## src/fwat_pkg.sv

```systemverilog
package fwat_pkg;

  // store geometry
  localparam int unsigned DEPTH  = 1024;
  localparam int unsigned ADDR_W = $clog2(DEPTH);
  localparam int unsigned CNT_W  = $clog2(DEPTH + 1);

  // field widths
  localparam int unsigned VAL_W  = 32;
  localparam int unsigned FRAC_W = 17;
  localparam int unsigned LVL_W  = 34;

  localparam logic [FRAC_W-1:0] FRAC_RESET = FRAC_W'(32768);

  // command codes
  localparam logic CMD_LOAD    = 1'b0;
  localparam logic CMD_MEASURE = 1'b1;

  // request to the multiply/divide unit: off = num * mdx / den
  typedef struct packed {
    logic             start;
    logic [VAL_W-1:0] num;
    logic [VAL_W-1:0] mdx;
    logic [VAL_W-1:0] den;
  } md_req_t;

  typedef struct packed {
    logic             done;
    logic [VAL_W-1:0] quot;
  } md_rsp_t;

endpackage

```

## src/fwat_muldiv.sv

```systemverilog
module fwat_muldiv (
  input  logic              clk_i,
  input  logic              rst_ni,
  input  fwat_pkg::md_req_t req_i,
  output fwat_pkg::md_rsp_t rsp_o
);

  typedef enum logic [1:0] {U_IDLE, U_MUL, U_LOAD, U_DIV} ustate_e;

  localparam int unsigned W = fwat_pkg::VAL_W;

  ustate_e               st_q;
  logic [4:0]            cnt_q;
  logic [2*W-1:0]        acc_q;
  logic [W-1:0]          sh_q;
  logic [W-1:0]          mdx_q;
  logic [W-1:0]          den_q;
  logic [W-1:0]          rem_q;
  logic [W-1:0]          qs_q;
  logic                  done_q;

  // one restoring step: shift in next dividend bit, trial subtract
  logic [W:0]            wide;
  logic [W+1:0]          diff;
  logic                  borrow;

  assign wide   = {rem_q, qs_q[W-1]};
  assign diff   = {1'b0, wide} - {2'b00, den_q};
  assign borrow = diff[W+1];

  always_ff @(posedge clk_i or negedge rst_ni) begin
    if (!rst_ni) begin
      st_q   <= U_IDLE;
      cnt_q  <= '0;
      done_q <= 1'b0;
      acc_q  <= '0;
      sh_q   <= '0;
      mdx_q  <= '0;
      den_q  <= '0;
      rem_q  <= '0;
      qs_q   <= '0;
    end else begin
      done_q <= 1'b0;
      unique case (st_q)
        U_IDLE: begin
          if (req_i.start) begin
            acc_q <= '0;
            sh_q  <= req_i.num;
            mdx_q <= req_i.mdx;
            den_q <= req_i.den;
            cnt_q <= '0;
            st_q  <= U_MUL;
          end
        end
        // shift-add multiply, msb first
        U_MUL: begin
          acc_q <= {acc_q[2*W-2:0], 1'b0} + (sh_q[W-1] ? {{W{1'b0}}, mdx_q} : '0);
          sh_q  <= {sh_q[W-2:0], 1'b0};
          cnt_q <= cnt_q + 5'd1;
          if (cnt_q == 5'd31) begin
            st_q <= U_LOAD;
          end
        end
        // upper half is below den since the quotient fits W bits
        U_LOAD: begin
          rem_q <= acc_q[2*W-1:W];
          qs_q  <= acc_q[W-1:0];
          cnt_q <= '0;
          st_q  <= U_DIV;
        end
        U_DIV: begin
          rem_q <= borrow ? wide[W-1:0] : diff[W-1:0];
          qs_q  <= {qs_q[W-2:0], ~borrow};
          cnt_q <= cnt_q + 5'd1;
          if (cnt_q == 5'd31) begin
            done_q <= 1'b1;
            st_q   <= U_IDLE;
          end
        end
        default: st_q <= U_IDLE;
      endcase
    end
  end

  assign rsp_o.done = done_q;
  assign rsp_o.quot = qs_q;

  a_done_pulse: assert property (@(posedge clk_i) disable iff (!rst_ni)
    done_q |=> !done_q) else $error("unit done longer than one cycle");

  a_done_from_div: assert property (@(posedge clk_i) disable iff (!rst_ni)
    done_q |-> $past(st_q) == U_DIV) else $error("unit done outside divide");

  a_busy_no_start: assert property (@(posedge clk_i) disable iff (!rst_ni)
    (st_q == U_MUL) |=> (st_q == U_MUL || st_q == U_LOAD))
    else $error("multiply phase left early");

endmodule
```

## config.mk

```make
export PLATFORM = sky130hd
export DESIGN_NAME = fwat_muldiv
export DESIGN_NICKNAME = d
export VERILOG_FILES = /design/src/fwat_pkg.sv /design/src/fwat_muldiv.sv
export SDC_FILE = /design/constraint.sdc
export NUM_CORES = 1
export LEC_CHECK = 0
export BUFFER_PORTS_ARGS = -buffer_cell sky130_fd_sc_hd__buf_4
export CAP_MARGIN = 15
export CELL_PAD_IN_SITES_DETAIL_PLACEMENT = 1
export CELL_PAD_IN_SITES_GLOBAL_PLACEMENT = 2
export CORE_MARGIN = 4
export CORE_UTILIZATION = 25
export CTS_CLUSTER_DIAMETER = 40
export CTS_CLUSTER_SIZE = 14
export DETAILED_ROUTE_END_ITERATION = 7
export GPL_TIMING_DRIVEN = 0
export MAX_ROUTING_LAYER = met4
export PLACE_DENSITY_LB_ADDON = 0.15
export SYNTH_ARGS = -nofsm -noshare
export SYNTH_HDL_FRONTEND = slang
export SYNTH_SLANG_ARGS = --single-unit
```

## constraint.sdc

```tcl
create_clock -name clk_i -period 9.55 [get_ports clk_i]
set_clock_uncertainty 0.2 [all_clocks]
set_input_delay 0.4775 -clock clk_i [delete_from_list [all_inputs] [get_ports clk_i]]
set_output_delay 0.4775 -clock clk_i [all_outputs]
set_load 0.02 [all_outputs]
```

==> flow_metrics.py <==
metrics = {
    "critical_path": {
        "cp.arrival_ns": 4.67,
        "path_class": "flop to flop",
        "r2r_slack_ns": 5.10,
        "cp.required_ns": 9.77,
        "critPathMaxFanout": 10,
        "end_kind": "flop",
        "startpoint_type": "flop",
    },
    "final_layout": {
        "nets": 1907,
        "finish.utilization": 0.344,
        "area_growth_pct": 36.2,
        "drive_above_1_share": 0.187,
        "diodes": 0,
    },
    "power_and_ir_drop": {
        "finalPower_mw": 7.33,
        "peakVddDrop_mv": 0.149,
        "p_leak_nw": 8.36,
        "p_per_area_nw_per_um2": 387,
    },
    "drt": {
        "drt_wl_total_um": 45800,
        "drtIter0Drc": 293,
        "wl_per_cell_um": 18.1,
        "dr.pass1.iters": 4,
        "vias": 11800,
        "viasPerCell": 4.66,
        "antenna_left": 0,
        "drcViolationCount": 0,
    },
    "timing": {
        "tns_ns": 0,
        "fin_crit_ns": 4.45,
        "final_hold_viol_count": 0,
        "fmax_ghz": 0.225,
        "rsz0062_at_grt": "false",
        "setup-violations-final": 0,
        "whs_ns": 0.0335,
        "period_share": 0.466,
        "slew_viol_final": 0,
        "fin_ws_ns": 5.10,
        "worst_pin_slew_ns": 1.05,
        "maxSlewHeadroom": 0.297,
    },
    "outcome": {
        "outcome": "complete, no violations",
    },
    "clock_network": {
        "cts_buffers": 66,
        "clk_pin_slew_worst_paths_ns": 0.04,
        "cts_tree": "built",
        "clkSinkCount": 232,
        "cts_root_buffer": "clkbuf_16",
        "htreeDepth": 3,
        "clk_latency_ns": 0.57,
        "cts_resized": 0,
        "clockBufferDepth": 3,
    },
    "hold_path": {
        "hp-class": "input port to flop",
    },
    "logic_synthesis": {
        "synth_area_leader_cell": "dfrtp_1",
        "synthesis.nets": 1616,
        "async_reset_ff_frac": 1.00,
        "synth-edff-count": 0,
        "synthesis.area_um2": 13900,
        "yosysSeqAreaShare": 0.418,
        "ys_warn_count": 0,
        "ys.flop_type": "dfrtp_1",
        "avgSynthCellArea_um2": 9.61,
        "syn-instance-count": 1446,
        "synth_area_leaders": "dfrtp_1 42%, mux2i_1 6.7%, ha_1 6.2%, mux2_2 5.3%, o21ai_0 5.1%",
        "synth_top_area_frac": 0.418,
        "ys_ff_latch": 232,
        "synth.distinct_cells": 71,
    },
    "floorplanning": {
        "ios": 132,
        "die_height_um": 244,
        "coreArea_um2": 55100,
        "die_w_um": 244,
        "fp-row-count": 86,
        "dieArea_um2": 59400,
        "initial_core_util": 0.252,
    },
    "grt": {
        "grt_pass1_wl_um": 74700,
        "grt_max_degree": 107,
        "grt_use_total": 0.162,
        "grt_use_met2": 0.264,
        "grtUsageMet1": 0.205,
        "grt_pass1_vias": 13000,
        "busiest_layer": "met2",
        "grt_overflow": 0,
        "grt_util_met3": 0.0359,
        "grt_antenna_before_repair": 0,
    },
    "placement": {
        "gp_congestion": 0.801,
        "dp_slack_ns": 4.98,
        "io_buffer_count": 131,
        "hpwlAfterDp_um": 33200,
    },
    "flow_run": {
        "maxCapViolations": 0,
    },
}
-- registers in the layout, indices dropped and copies added (netlist names) --
name	count
acc_q	64
cnt_q	5
den_q	32
done_q	1
mdx_q	32
qs_q	32
rem_q	32
sh_q	32
st_q	2
-- worst max-delay path, stage by stage (launching register included) --
cell and delay, ns:
dfrtp_1 0.55, clkbuf_1 0.46, and2_1 0.21, ha_1 0.21, fa_1 0.24, a21oi_1 0.10, o21ai_0 0.30, o211ai_1 0.17
nand3_1 0.22, a21oi_1 0.18, o21ai_1 0.50, clkbuf_1 0.48, and2_1 0.27, xnor2_1 0.13, o21ai_0 0.09
-- report_power, final --
part           internal, mW  total (mW)  leakage [nW]  switching (mW)
logic                  1.43        3.50          4.35            2.07
registers              1.39        1.69          2.94           0.307
clock network          1.49        2.13          1.06           0.646
-- cell families after synthesis --
kind of cell,count (synthesis),share of synthesized area
and+or+nand+nor,400,0.143
AOI/OAI and AO/OA,372,0.164
DFF,232,0.418
muxes,159,0.120
buffers and inverters,127,0.0369
xor gates and xnor gates,85,0.0536
adders and majority gates,71,0.0650
-- cell usage in the layout (no fill, tap or decap), types with 40 or more instances in the layout --
cell | synthesis | layout
dlygate4sd3_1 | 0 | 90
o21ai_0 | 143 | 143
ha_1 | 69 | 69
clkbuf_16 | 0 | 68
mux2_2 | 66 | 66
a21oi_1 | 76 | 76
inv_1 | 44 | 44
nand2_1 | 173 | 173
mux2i_1 | 93 | 93
buf_4 | 7 | 137
and2_1 | 40 | 40
xnor2_1 | 47 | 47
nor2_1 | 44 | 44
clkbuf_1 | 67 | 74
dfrtp_1 | 232 | 232
-- layer usage --
metal / up-vias / wire [µm]
met3: 76 / 1580
li1: 5727 / -
met4: 0 / 971
met1: 5830 / 21300
met5: - / 0
met2: 150 / 22000
-- stage by stage --
step                      instance area [µm²]  std cells
after global placement                  15800       2325
final                                   18900       2528
after floorplan                         13900       1446
after detailed placement                15900       2327
after CTS                               18900       2528
after global routing                    18900       2528
-- synth_stat cells (7+ instances only) --
cell type / instances
dfrtp_1: 232
nand3_1: 29
clkbuf_1: 67
nand2b_1: 8
xor2_1: 38
ha_1: 69
a221oi_1: 10
xnor2_1: 47
nand4_1: 18
nor3_1: 8
a21oi_1: 76
and3_1: 13
mux2i_1: 93
mux2_2: 66
o21ai_1: 12
and2_1: 40
a31oi_1: 8
inv_1: 44
nor2b_1: 38
o21ai_0: 143
a211oi_1: 33
nand2_1: 173
nor2_1: 44
buf_4: 7
o31ai_1: 7
o21bai_1: 8
a21o_1: 33
-- cell type report --
type                    count  area [µm²]
inverters                  44         165
fillers                  6280       36200
plain buffers              83         348
repair buffers            223        1950
flip-flops and latches    232        5810
well taps                 748         936
multi-input cells        1087        7580
clock buffers              85        1870
clock inverters            26         278
-- final timing paths --
check	cells past startpoint	endpoint	start
setup / recovery	14	acc_q[43]$_DFFE_PN0P_	sh_q[31]$_DFFE_PN0P_
hold / removal	3	sh_q[15]$_DFFE_PN0P_	req_i[79]
setup reg to reg	14	acc_q[43]$_DFFE_PN0P_	sh_q[31]$_DFFE_PN0P_
hold reg to reg	2	sh_q[1]$_DFFE_PN0P_	sh_q[1]$_DFFE_PN0P_
max in group asynchronous	4	acc_q[7]$_DFFE_PN0P_	rst_ni
min in group asynchronous	2	den_q[24]$_DFFE_PN0P_	rst_ni
-- what timing repair did --
item | in CTS | in global routing
buffers inserted | 0 | 0
endpoints found under the setup margin | 0 | 0
endpoints found under the hold margin | 169 | 0
hold buffers | 90 | 0
(Power assumes the default switching activity.)
